### src/rtl/efs_pkg.sv
// Shared types and constants of the earliest-free server scheduler.
package efs_pkg;

    localparam int MAX_SERVERS_DEF = 16;
    localparam int MODE_W          = 2;
    localparam int SIDX_W          = 4;
    localparam int RATE_W          = 16;
    localparam int COUNT_W         = 16;
    localparam int TIME_W          = 32;
    localparam int ACTIVE_W        = 5;

    typedef enum logic [MODE_W-1:0] {
        MODE_LOAD   = 2'd0,
        MODE_JOB    = 2'd1,
        MODE_FINISH = 2'd2,
        MODE_UNUSED = 2'd3
    } mode_t;

    typedef enum logic [2:0] {
        OP_IDLE,
        OP_SCAN_MIN,
        OP_SCAN_MAX,
        OP_RATE_RD,
        OP_MUL,
        OP_UPDATE,
        OP_REPORT
    } op_t;

    typedef struct packed {
        logic accept;
        op_t  op;
    } cmd_t;

endpackage

### src/rtl/efs_datapath.sv
// Datapath of the scheduler: rate and busy-time memories, scan, multiply and result registers.
module efs_datapath #(
    parameter int MAX_SERVERS = efs_pkg::MAX_SERVERS_DEF,
    localparam int IDX_W = (MAX_SERVERS > 1) ? $clog2(MAX_SERVERS) : 1
) (
    input  logic                              clk,
    input  logic                              rst_n,
    input  efs_pkg::cmd_t                     cmd,
    input  logic [IDX_W-1:0]                  cmd_idx,
    input  logic [efs_pkg::MODE_W-1:0]        mode,
    input  logic [efs_pkg::SIDX_W-1:0]        server_index,
    input  logic [efs_pkg::RATE_W-1:0]        unit_rate,
    input  logic [efs_pkg::COUNT_W-1:0]       item_count,
    output logic [efs_pkg::MODE_W-1:0]        result_kind,
    output logic [efs_pkg::SIDX_W-1:0]        assigned_server,
    output logic [efs_pkg::TIME_W-1:0]        start_time,
    output logic [efs_pkg::TIME_W-1:0]        total_time
);

    function automatic logic [efs_pkg::TIME_W-1:0] sat_add(
        input logic [efs_pkg::TIME_W-1:0] a,
        input logic [efs_pkg::TIME_W-1:0] b
    );
        logic [efs_pkg::TIME_W:0] sum;
        sum = {1'b0, a} + {1'b0, b};
        return sum[efs_pkg::TIME_W] ? '1 : sum[efs_pkg::TIME_W-1:0];
    endfunction

    logic [efs_pkg::RATE_W-1:0]  rate_mem [MAX_SERVERS];
    logic [efs_pkg::TIME_W-1:0]  busy_mem [MAX_SERVERS];
    logic [MAX_SERVERS-1:0]      rate_vld_reg;
    logic [MAX_SERVERS-1:0]      busy_vld_reg;

    efs_pkg::mode_t              mode_reg;
    logic [efs_pkg::COUNT_W-1:0] count_reg;

    efs_pkg::op_t                st_op_reg;
    logic [IDX_W-1:0]            st_idx_reg;
    logic [efs_pkg::TIME_W-1:0]  rd_busy_reg;
    logic                        rd_bvld_reg;

    logic [efs_pkg::TIME_W-1:0]  ext_reg;
    logic [IDX_W-1:0]            best_reg;
    logic [efs_pkg::RATE_W-1:0]  rate_rd_reg;
    logic                        rate_rv_reg;
    logic [efs_pkg::TIME_W-1:0]  prod_reg;
    logic [efs_pkg::TIME_W-1:0]  elapsed_reg;

    logic [efs_pkg::MODE_W-1:0]  kind_reg;
    logic [efs_pkg::SIDX_W-1:0]  server_reg;
    logic [efs_pkg::TIME_W-1:0]  start_reg;
    logic [efs_pkg::TIME_W-1:0]  total_reg;

    logic [efs_pkg::TIME_W-1:0]  cur_busy;
    logic [efs_pkg::TIME_W-1:0]  busy_next;
    logic [efs_pkg::RATE_W-1:0]  rate_eff;
    logic                        rate_wr;
    logic [IDX_W-1:0]            rate_waddr;

    assign cur_busy   = rd_bvld_reg ? rd_busy_reg : '0;
    assign rate_eff   = rate_rv_reg ? rate_rd_reg : '0;
    assign rate_wr    = cmd.accept && (efs_pkg::mode_t'(mode) == efs_pkg::MODE_LOAD)
                        && (int'(server_index) < MAX_SERVERS);
    assign rate_waddr = IDX_W'(server_index);

    always_comb
    begin
        if (st_idx_reg == best_reg)
        begin
            busy_next = prod_reg;
        end
        else if (cur_busy > ext_reg)
        begin
            busy_next = cur_busy - ext_reg;
        end
        else
        begin
            busy_next = '0;
        end
    end

    // Memories and payload registers.
    always_ff @(posedge clk)
    begin
        rd_busy_reg <= busy_mem[cmd_idx];
        st_idx_reg  <= cmd_idx;

        if (rate_wr)
        begin
            rate_mem[rate_waddr] <= unit_rate;
        end

        if (cmd.accept)
        begin
            mode_reg  <= efs_pkg::mode_t'(mode);
            count_reg <= item_count;
        end

        case (st_op_reg)
            efs_pkg::OP_SCAN_MIN:
            begin
                if (st_idx_reg == '0 || cur_busy < ext_reg)
                begin
                    ext_reg  <= cur_busy;
                    best_reg <= st_idx_reg;
                end
            end
            efs_pkg::OP_SCAN_MAX:
            begin
                if (st_idx_reg == '0 || cur_busy > ext_reg)
                begin
                    ext_reg <= cur_busy;
                end
            end
            efs_pkg::OP_UPDATE:
            begin
                busy_mem[st_idx_reg] <= busy_next;
            end
            default:
            begin
            end
        endcase

        case (cmd.op)
            efs_pkg::OP_RATE_RD:
            begin
                rate_rd_reg <= rate_mem[best_reg];
            end
            efs_pkg::OP_MUL:
            begin
                prod_reg <= efs_pkg::TIME_W'(rate_eff) * efs_pkg::TIME_W'(count_reg);
            end
            efs_pkg::OP_REPORT:
            begin
                kind_reg   <= mode_reg;
                server_reg <= (mode_reg == efs_pkg::MODE_JOB)
                              ? efs_pkg::SIDX_W'(best_reg) : '0;
                start_reg  <= (mode_reg == efs_pkg::MODE_JOB) ? elapsed_reg : '0;
                total_reg  <= (mode_reg == efs_pkg::MODE_FINISH)
                              ? sat_add(elapsed_reg, ext_reg) : '0;
            end
            default:
            begin
            end
        endcase
    end

    // Control state: pipeline stage tag, valid bits and elapsed time.
    always_ff @(posedge clk or negedge rst_n)
    begin
        if (!rst_n)
        begin
            st_op_reg    <= efs_pkg::OP_IDLE;
            rd_bvld_reg  <= 1'b0;
            rate_rv_reg  <= 1'b0;
            rate_vld_reg <= '0;
            busy_vld_reg <= '0;
            elapsed_reg  <= '0;
        end
        else
        begin
            st_op_reg   <= cmd.op;
            rd_bvld_reg <= busy_vld_reg[cmd_idx];

            if (rate_wr)
            begin
                rate_vld_reg[rate_waddr] <= 1'b1;
            end

            if (st_op_reg == efs_pkg::OP_UPDATE)
            begin
                busy_vld_reg[st_idx_reg] <= 1'b1;
            end

            case (cmd.op)
                efs_pkg::OP_RATE_RD:
                begin
                    rate_rv_reg <= rate_vld_reg[best_reg];
                end
                efs_pkg::OP_MUL:
                begin
                    elapsed_reg <= sat_add(elapsed_reg, ext_reg);
                end
                efs_pkg::OP_REPORT:
                begin
                    if (mode_reg == efs_pkg::MODE_FINISH)
                    begin
                        busy_vld_reg <= '0;
                        elapsed_reg  <= '0;
                    end
                end
                default:
                begin
                end
            endcase
        end
    end

    assign result_kind     = kind_reg;
    assign assigned_server = server_reg;
    assign start_time      = start_reg;
    assign total_time      = total_reg;

endmodule

### src/rtl/efs_ctrl.sv
// Controller of the scheduler: sequences the scan, multiply, update and report steps.
module efs_ctrl #(
    parameter int MAX_SERVERS = efs_pkg::MAX_SERVERS_DEF,
    localparam int IDX_W = (MAX_SERVERS > 1) ? $clog2(MAX_SERVERS) : 1
) (
    input  logic                          clk,
    input  logic                          rst_n,
    input  logic                          start,
    input  logic [efs_pkg::MODE_W-1:0]    mode,
    input  logic                          cfg_we,
    input  logic [efs_pkg::ACTIVE_W-1:0]  cfg_data,
    output logic                          busy,
    output logic                          done,
    output efs_pkg::cmd_t                 cmd,
    output logic [IDX_W-1:0]              cmd_idx
);

    localparam int CNT_W = $clog2(MAX_SERVERS + 1);
    localparam int CMP_W = (CNT_W > efs_pkg::ACTIVE_W) ? CNT_W : efs_pkg::ACTIVE_W;

    typedef enum logic [2:0] {
        S_IDLE,
        S_SCAN,
        S_SCAN_DRAIN,
        S_RATE,
        S_MUL,
        S_UPD,
        S_UPD_DRAIN,
        S_REPORT
    } state_t;

    state_t                        state_reg;
    logic [IDX_W-1:0]              idx_reg;
    logic                          fin_reg;
    logic                          done_reg;
    logic [efs_pkg::ACTIVE_W-1:0]  active_reg;

    logic [CNT_W-1:0]              used_n;
    logic                          last_all;
    logic                          last_used;

    always_comb
    begin
        if (active_reg == '0)
        begin
            used_n = CNT_W'(1);
        end
        else if (CMP_W'(active_reg) > CMP_W'(MAX_SERVERS))
        begin
            used_n = CNT_W'(MAX_SERVERS);
        end
        else
        begin
            used_n = CNT_W'(active_reg);
        end
    end

    assign last_all  = (idx_reg == IDX_W'(MAX_SERVERS - 1));
    assign last_used = ((CNT_W'(idx_reg) + CNT_W'(1)) == used_n);

    always_ff @(posedge clk or negedge rst_n)
    begin
        if (!rst_n)
        begin
            state_reg  <= S_IDLE;
            idx_reg    <= '0;
            fin_reg    <= 1'b0;
            done_reg   <= 1'b0;
            active_reg <= efs_pkg::ACTIVE_W'(1);
        end
        else
        begin
            done_reg <= (state_reg == S_REPORT);
            if (cfg_we)
            begin
                active_reg <= cfg_data;
            end

            unique case (state_reg)
                S_IDLE:
                begin
                    idx_reg <= '0;
                    if (start)
                    begin
                        unique case (efs_pkg::mode_t'(mode)) inside
                            efs_pkg::MODE_JOB:
                            begin
                                fin_reg   <= 1'b0;
                                state_reg <= S_SCAN;
                            end
                            efs_pkg::MODE_FINISH:
                            begin
                                fin_reg   <= 1'b1;
                                state_reg <= S_SCAN;
                            end
                            efs_pkg::MODE_LOAD, efs_pkg::MODE_UNUSED:
                            begin
                                state_reg <= S_REPORT;
                            end
                            default:
                            begin
                                state_reg <= S_REPORT;
                            end
                        endcase
                    end
                end
                S_SCAN:
                begin
                    if (fin_reg ? last_all : last_used)
                    begin
                        state_reg <= S_SCAN_DRAIN;
                    end
                    else
                    begin
                        idx_reg <= idx_reg + IDX_W'(1);
                    end
                end
                S_SCAN_DRAIN:
                begin
                    state_reg <= fin_reg ? S_REPORT : S_RATE;
                end
                S_RATE:
                begin
                    state_reg <= S_MUL;
                end
                S_MUL:
                begin
                    idx_reg   <= '0;
                    state_reg <= S_UPD;
                end
                S_UPD:
                begin
                    if (last_all)
                    begin
                        state_reg <= S_UPD_DRAIN;
                    end
                    else
                    begin
                        idx_reg <= idx_reg + IDX_W'(1);
                    end
                end
                S_UPD_DRAIN:
                begin
                    state_reg <= S_REPORT;
                end
                S_REPORT:
                begin
                    state_reg <= S_IDLE;
                end
                default:
                begin
                    state_reg <= S_IDLE;
                end
            endcase
        end
    end

    always_comb
    begin
        cmd.accept = start && (state_reg == S_IDLE);
        unique case (state_reg)
            S_SCAN:   cmd.op = fin_reg ? efs_pkg::OP_SCAN_MAX : efs_pkg::OP_SCAN_MIN;
            S_RATE:   cmd.op = efs_pkg::OP_RATE_RD;
            S_MUL:    cmd.op = efs_pkg::OP_MUL;
            S_UPD:    cmd.op = efs_pkg::OP_UPDATE;
            S_REPORT: cmd.op = efs_pkg::OP_REPORT;
            default:  cmd.op = efs_pkg::OP_IDLE;
        endcase
    end

    assign cmd_idx = idx_reg;
    assign busy    = (state_reg != S_IDLE);
    assign done    = done_reg;

endmodule

### src/rtl/earliest_free_server_scheduler.sv
// Top level of the earliest-free server scheduler: controller and datapath.
//
//   Channel   Handshake              Payload
//   -------   --------------------   ---------------------------------------------
//   input     start & !busy          mode, server_index, unit_rate, item_count
//   result    done (one cycle)       result_kind, assigned_server, start_time,
//                                    total_time
//   config    cfg_we                 cfg_data (active server count)
//
// A rate load or an unused mode goes from accept straight to the report step and its done beat.
// A job makes two passes over the busy-time memory, one entry a cycle through its
// single read and write port: the first, over the active entries, finds the earliest
// free server; the second, over every entry, counts the other busy times down and
// loads the chosen server's with its rate times the item count.
// A finish makes a single pass over every entry that finds the longest busy time.
// A new beat can be accepted in the same cycle as the previous done beat.
// Reset clears the rate and busy-time tables through valid bits at once, so no
// clearing pass is needed. The result beat cannot be stalled by the receiver; the
// result registers hold their value until the next beat is reported.
module earliest_free_server_scheduler #(
    parameter int MAX_SERVERS = efs_pkg::MAX_SERVERS_DEF
) (
    input  logic                          clk,
    input  logic                          rst_n,
    input  logic                          start,
    output logic                          busy,
    input  logic [efs_pkg::MODE_W-1:0]    mode,
    input  logic [efs_pkg::SIDX_W-1:0]    server_index,
    input  logic [efs_pkg::RATE_W-1:0]    unit_rate,
    input  logic [efs_pkg::COUNT_W-1:0]   item_count,
    input  logic                          cfg_we,
    input  logic [efs_pkg::ACTIVE_W-1:0]  cfg_data,
    output logic                          done,
    output logic [efs_pkg::MODE_W-1:0]    result_kind,
    output logic [efs_pkg::SIDX_W-1:0]    assigned_server,
    output logic [efs_pkg::TIME_W-1:0]    start_time,
    output logic [efs_pkg::TIME_W-1:0]    total_time
);

    localparam int IDX_W = (MAX_SERVERS > 1) ? $clog2(MAX_SERVERS) : 1;

    // Command from the controller: accept strobe and the step the datapath performs,
    // together with the table entry addressed in the current pass.
    efs_pkg::cmd_t     cmd;
    logic [IDX_W-1:0]  cmd_idx;

    efs_ctrl #(
        .MAX_SERVERS (MAX_SERVERS)
    ) u_ctrl (
        .clk      (clk),
        .rst_n    (rst_n),
        .start    (start),
        .mode     (mode),
        .cfg_we   (cfg_we),
        .cfg_data (cfg_data),
        .busy     (busy),
        .done     (done),
        .cmd      (cmd),
        .cmd_idx  (cmd_idx)
    );

    // The datapath holds the tables, the elapsed time and the result registers.
    efs_datapath #(
        .MAX_SERVERS (MAX_SERVERS)
    ) u_datapath (
        .clk             (clk),
        .rst_n           (rst_n),
        .cmd             (cmd),
        .cmd_idx         (cmd_idx),
        .mode            (mode),
        .server_index    (server_index),
        .unit_rate       (unit_rate),
        .item_count      (item_count),
        .result_kind     (result_kind),
        .assigned_server (assigned_server),
        .start_time      (start_time),
        .total_time      (total_time)
    );

endmodule

### config.mk
export PLATFORM = sky130hd
export DESIGN_NAME = earliest_free_server_scheduler
export DESIGN_NICKNAME = d
export VERILOG_FILES = /design/src/rtl/efs_pkg.sv /design/src/rtl/efs_datapath.sv /design/src/rtl/efs_ctrl.sv /design/src/rtl/earliest_free_server_scheduler.sv
export SDC_FILE = /design/constraint.sdc
export NUM_CORES = 2
export LEC_CHECK = 0
export BUFFER_PORTS_ARGS = -buffer_cell sky130_fd_sc_hd__buf_4
export CAP_MARGIN = 10
export CORE_MARGIN = 2
export CORE_UTILIZATION = 46
export DETAILED_ROUTE_END_ITERATION = 16
export PLACE_DENSITY = 0.6
export SYNTH_ARGS = -nofsm -noshare
export SYNTH_HDL_FRONTEND = slang
export SYNTH_SLANG_ARGS = --single-unit
### constraint.sdc
create_clock -name clk -period 8 [get_ports clk]
set_clock_uncertainty 0.1 [all_clocks]
set_input_delay 0.4 -clock clk [delete_from_list [all_inputs] [get_ports clk]]
set_output_delay 0.4 -clock clk [all_outputs]
set_load 0.01 [all_outputs]
=== Word level (Yosys, flattened, before mapping) ===
Memory sizes are Yosys's and may differ from the RTL's. A register that Yosys moved wholly into a read port is not among the register bits.
Cells that the tools add are included.

* Flip-flop bits (word level): 243
* Bits in latches: 0
* Bits in writable memories: 768
* ROM bits: 0
* Output and inout port bits: 72
* Word-level logic and storage cells: 130
* Memories kept: 2

* Add/subtract/negate cells: 4
* Multiply operators: 1
* Div/mod/pow operators: 0
* Order comparisons: 9
* Equality and inequality tests: 28
* Shift operators: 0
* Mux-type cells: 40
* Bitwise logic cells: 2
* Reductions and logical operators: 23

{| class="wikitable"
|+ Memory list
! memory !! words !! bits a word !! read ports !! clocked after Yosys merged registers in !! wr ports !! line !! source
|-
| u_datapath.busy_mem || 16 || 32 || 1 || 1 || 1 || efs_datapath.sv:30 || <nowiki>logic [efs_pkg::TIME_W-1:0] busy_mem [MAX_SERVERS];</nowiki>
|-
| u_datapath.rate_mem || 16 || 16 || 1 || 1 || 1 || efs_datapath.sv:29 || <nowiki>logic [efs_pkg::RATE_W-1:0] rate_mem [MAX_SERVERS];</nowiki>
|}

{| class="wikitable"
|+ Operator list
! operator !! count
|-
| $mux W32 || 7
|-
| $pmux W32 S2 || 2
|-
| $mux W16 || 4
|-
| $add A32 B32 Y33 || 1
|-
| $gt A32 B32 Y1 || 1
|-
| $lt A32 B32 Y1 || 1
|-
| $mul A16 B16 Y32 || 1
|-
| $or A16 B16 Y16 || 2
|-
| $sub A32 B32 Y32 || 1
|-
| $pmux W3 S8 || 1
|-
| $eq A3 B3 Y1 const B || 7
|-
| $lt A4 B5 Y1 const B || 4
|-
| $mux W3 || 5
|-
| $pmux W3 S5 || 1
|-
| $eq A3 B2 Y1 const B || 4
|-
| $pmux W4 S3 || 1
|-
| $reduce_and A3 Y1 || 4
|-
| $mux W5 || 2
|-
| $ne A2 B1 Y1 const B || 5
|-
| $mux W1 || 9
|-
| $bmux W1 S4 || 2
|-
| $demux W1 S4 || 2
|-
| $ge A4 B1 Y1 const B || 2
|-
| $mux W4 || 2
|-
| other kinds (22) || 36
|}

=== Longest topological paths before layout ===
* Word-level depth: 8
* Gate-level depth with buffers: 26

=== Hierarchy ===
Synthesis repeated with hierarchy kept, for this count alone.

* Cells, all modules: 3338
* Area, all modules: 51678.3 sq um

{| class="wikitable"
|+ Modules (own cells, without submodules)
! module !! times used !! cells each !! area each (sq um) !! sequential area each (sq um)
|-
| efs_datapath || 1 || 3237 || 50729.9 || 30674.4
|-
| efs_ctrl || 1 || 101 || 948.4 || 351.6
|}

=== Worst setup path before layout ===
OpenSTA, ideal clock, no wires.

* Path kind: flip-flop to flip-flop
* From: register u_datapath.rate_rv_reg
* To: register u_datapath.prod_reg[28] in the netlist's numbering, data pin
* Library setup time: 0.259 ns
* Arrival time: 6.160 ns
* Setup slack: 1.481 ns
* Stages on the path, launching flop included: 27
* Cells stage by stage: dfrtp_1 clkbuf_1 and2_1 clkbuf_1 nand2_1 fa_1 inv_1 fa_1 inv_1 fa_1 inv_1 fa_1 fa_1 inv_1 fa_1 inv_1 ha_1 a21o_1 a21oi_1 o21ai_0 a31o_2 a31oi_1 o21bai_1 a311oi_2 o21bai_1 a21oi_1 xnor2_1

* Word-level cells in the longest chain between the ends: 2

{| class="wikitable"
|+ RTL lines
! element !! line !! source
|-
| start, declared || efs_datapath.sv:45 || <nowiki>logic rate_rv_reg;</nowiki>
|-
| start signal, assigned || efs_datapath.sv:178 || <nowiki>rate_rv_reg <= rate_vld_reg[best_reg];</nowiki>
|-
| $mux W16 || efs_datapath.sv:61 || <nowiki>assign rate_eff = rate_rv_reg ? rate_rd_reg : '0;</nowiki>
|-
| $mul A16 B16 Y32 || efs_datapath.sv:131 || <nowiki>prod_reg <= efs_pkg::TIME_W'(rate_eff) * efs_pkg::TIME_W'(count_reg);</nowiki>
|-
| end signal, assigned || efs_datapath.sv:131 ||
|-
| end, declared || efs_datapath.sv:46 || <nowiki>logic [efs_pkg::TIME_W-1:0] prod_reg;</nowiki>
|}

Every way passes these cells.
A chain may end at the register's enable or synchronous reset.

=== Final worst setup path ===
Same ends and word-level chain as after synthesis.

==> reports/results.ini <==
[status]
run_status=completed

[global_route]
grt_max_degree=71
grt_pass1_vias=30660
track_usage=0.2207
grt_pass1_wl_um=190600
antenna_found_initial=4
grt_overflow_total=0

[timing]
drv_slew=0
setup_slack_ps=447.8
period_needed_ps=7552
max_slew_margin=0.1752
post-route-period-util=0.9440
setup_viol=0
worst_pin_slew_ps=1237
rsz0062_at_grt=no
setup_tns_ps=0
fmax_mhz=132.4
hold_viol=0

[route]
drc=0
vias=29070
dr.first_iter.drc_count=2391
wl_per_cell_um=24.53
first_pass_iters=5
totalWireLength_um=125400
drt-vias-per-instance=5.686
ant_nets=0

[synth]
synthArstFlopShare=0.07838
synth_warnings=0
synth-edff-count=940
syn-cell-area_sq_mm=0.05136
ys_ff_latch=1059
ys_types=76
yosysSeqAreaShare=0.6041
syn_area_per_cell_sq_um=15.48
ys.flop_type=edfxtp_1
synth_nets=3732
netlist_instances=3318

[cts]
htree_levels=3
ctsRootBufferMaster=clkbuf_16
path_clk_slew_ps=60
cts_made_buffers=109
clockBufferDepth=3
cts-hold-fix-buffers=48
cts_resized=0
postCtsSetupRepairBufs=0
cts.sinks=1059
insertion_delay_ps=710
cts_tree=built

[run]
cap_viol_max_count=0

[worst_setup_path]
critical_path.max_stage_delay_ps=810
path_buf_inv=4
crit_arrival_ps=7900
cpMaxStageDelayCell=dfrtp_2
crit_type=flop to flop
endpoint_kind=flop
cp_top_family=adder cells
critPathMostFrequentCell=fa_1
required_ps=8340
path_cells=buf_4 > and2_1 > nand2_1 > fa_1 > fa_1 > inv_1 > fa_1 > fa_1 > fa_1 > inv_1 > fa_1 > inv_1 > ha_1 > a21o_1 > a21oi_1 > o21ai_0 > a31o_2 > a31oi_1 > o21bai_1 > a311oi_2 > o21bai_1 > a21oi_1 > xnor2_1
cp_max_fo=48
startpoint_type=flop

[layout]
nets=3944
top_register=u_datapath.busy_mem
multi_input_area_sq_mm=0.01887
drive_gt1_frac=0.1962
biggestRegsByFlops=u_datapath.busy_mem (512), u_datapath.rate_mem (256)
final-seq-area_sq_mm=0.03104
fillers=8929
largest_register_ffs=512
syn2layout_area_growth_pct=13.78

[place]
port_buffers=118
dp_slack_ps=505.5
hpwl_um=81290
routabilityCongestion=0.9360

[power]
power.density_mw_per_mm2=359.2
ir_worst_vdd_uv=280.6
p_leak_nw=22.37

[die]
core-area_sq_mm=0.1107
die_height_um=338.1
row_count=122
start_util=0.4641
die_x_um=338.1
die-area_sq_mm=0.1143
ioPinCount=119

[worst_hold_path]
hp-class=primary input to asynchronous set/reset pin

synthesized netlist by cell type, types with 4 or more instances:
cell type | number | area [sq um]
edfxtp_1 | 940 | 28230
inv_1 | 286 | 1074
mux4_2 | 250 | 5630
nand2_1 | 207 | 777.0
fa_1 | 196 | 3924
ha_1 | 171 | 2140
nor2_1 | 157 | 589.3
and3_1 | 126 | 788.3
clkbuf_1 | 126 | 473.0
a21oi_1 | 93 | 465.5
and2_1 | 91 | 569.3
dfrtp_1 | 82 | 2052
xnor2_1 | 61 | 534.3
o21ai_0 | 60 | 300.3
nand3_1 | 52 | 260.3
a21o_1 | 43 | 322.8
dfxtp_1 | 36 | 720.7
xor2_1 | 32 | 280.3
nor3_1 | 24 | 120.1
o31ai_1 | 22 | 165.2
nand2b_1 | 20 | 125.1
o21a_1 | 20 | 150.1
or2_2 | 18 | 112.6
a22o_1 | 17 | 148.9
o21bai_1 | 16 | 120.1
buf_1 | 14 | 52.55
nor2b_1 | 14 | 87.58
buf_2 | 13 | 65.06
a211oi_1 | 12 | 90.09
a31oi_1 | 11 | 68.82
nand4_1 | 9 | 56.30
o21ai_1 | 9 | 45.04
mux2_2 | 7 | 78.83
a31o_2 | 6 | 52.55
or3_1 | 6 | 37.54
a211o_1 | 5 | 43.79
nand3b_1 | 4 | 30.03
nor4_1 | 4 | 25.02
o211ai_1 | 4 | 30.03
kinds of logic (layout without fill, tap and decap cells):
kind of cell | Yosys count | count (layout) | share of synthesized area
XOR/XNOR | 93 | 93 | 0.01586
other | 0 | 1 | 0
flip-flops | 1059 | 1059 | 0.6041
AND/OR/NAND/NOR | 745 | 745 | 0.07184
buffers and inverters | 440 | 745 | 0.03255
multiplexers | 258 | 258 | 0.1114
AO/OA/AOI/OAI | 356 | 356 | 0.04624
adder cells (fa/ha/maj) | 367 | 367 | 0.1181
final timing paths:
path                            depth (start not counted)                          end                        start  slack (ps)
worst min register to register                          1  u_datapath.rate_vld_reg[14]  u_datapath.rate_vld_reg[14]         370
max in group asynchronous                               3            u_ctrl.cmd_idx[0]                        rst_n        6460
worst max register to register                         23      u_datapath.prod_reg[28]       u_datapath.rate_rv_reg         450
min in group clk                                        3  u_datapath.rate_vld_reg[12]              server_index[1]         150
worst min-delay path                                    2    u_datapath.elapsed_reg[5]                        rst_n         100
worst max-delay path                                   23      u_datapath.prod_reg[28]       u_datapath.rate_rv_reg         450
cell type report:
class | count | area share
sequential | 1059 | 0.5311
multi-input combinational | 1819 | 0.3230
clock buffer | 137 | 0.04933
timing repair buffer | 255 | 0.03488
tap | 1488 | 0.03186
inverter | 286 | 0.01837
clock inverter | 67 | 0.01143
antenna | 1 | 0.00004282
routing by layer:
metal | track usage | routed length (um) | share of wire
met5 | 0 | 0 | 0
met2 | 0.3614 | 61250 | 0.49
met3 | 0.03689 | 7781 | 0.062
met4 | 0.05655 | 2614 | 0.021
met1 | 0.3086 | 53740 | 0.43
cells in the final DEF, fill, tap and decap left out, drive strengths merged, types with 8 or more instances in the layout:
master	instances
a211oi	12
a21o	44
a21oi	96
a22o	17
a31oi	11
and2	91
and3	126
buf	207
bufinv	8
clkbuf	137
clkinv	43
dfrtp	82
dfxtp	36
dlygate4sd3	48
edfxtp	940
fa	196
ha	171
inv	295
mux4	250
nand2	207
nand2b	20
nand3	52
nand4	9
nor2	157
nor2b	14
nor3	24
o21a	20
o21ai	69
o21bai	16
o31ai	24
or2	18
xnor2	61
xor2	32
power breakdown:
part           total [mW]  switching [mW]  leakage [nW]  internal [mW]
combinational        8.00            4.70          10.6           3.30
sequential           7.99           0.586          10.0           7.41
clock                5.00            2.16          1.73           2.84
total                21.0            7.45          22.4           13.5
per-stage QoR:
step	area, sq um	utilization	std cells	total power [mW]	hold WS (ps)
2_1_floorplan	51360	-	3318	13.52	4.409
3_3_place_gp	54390	0.4914	4857	15.91	298.2
3_5_place_dp	54390	0.4914	4857	16.09	299.7
4_1_cts	58420	0.5279	5109	21.14	72.45
5_1_grt	58440	0.5281	5112	22.20	132.7
6_report	58440	0.5281	5112	20.99	100.2
(Power assumes the default switching activity.)
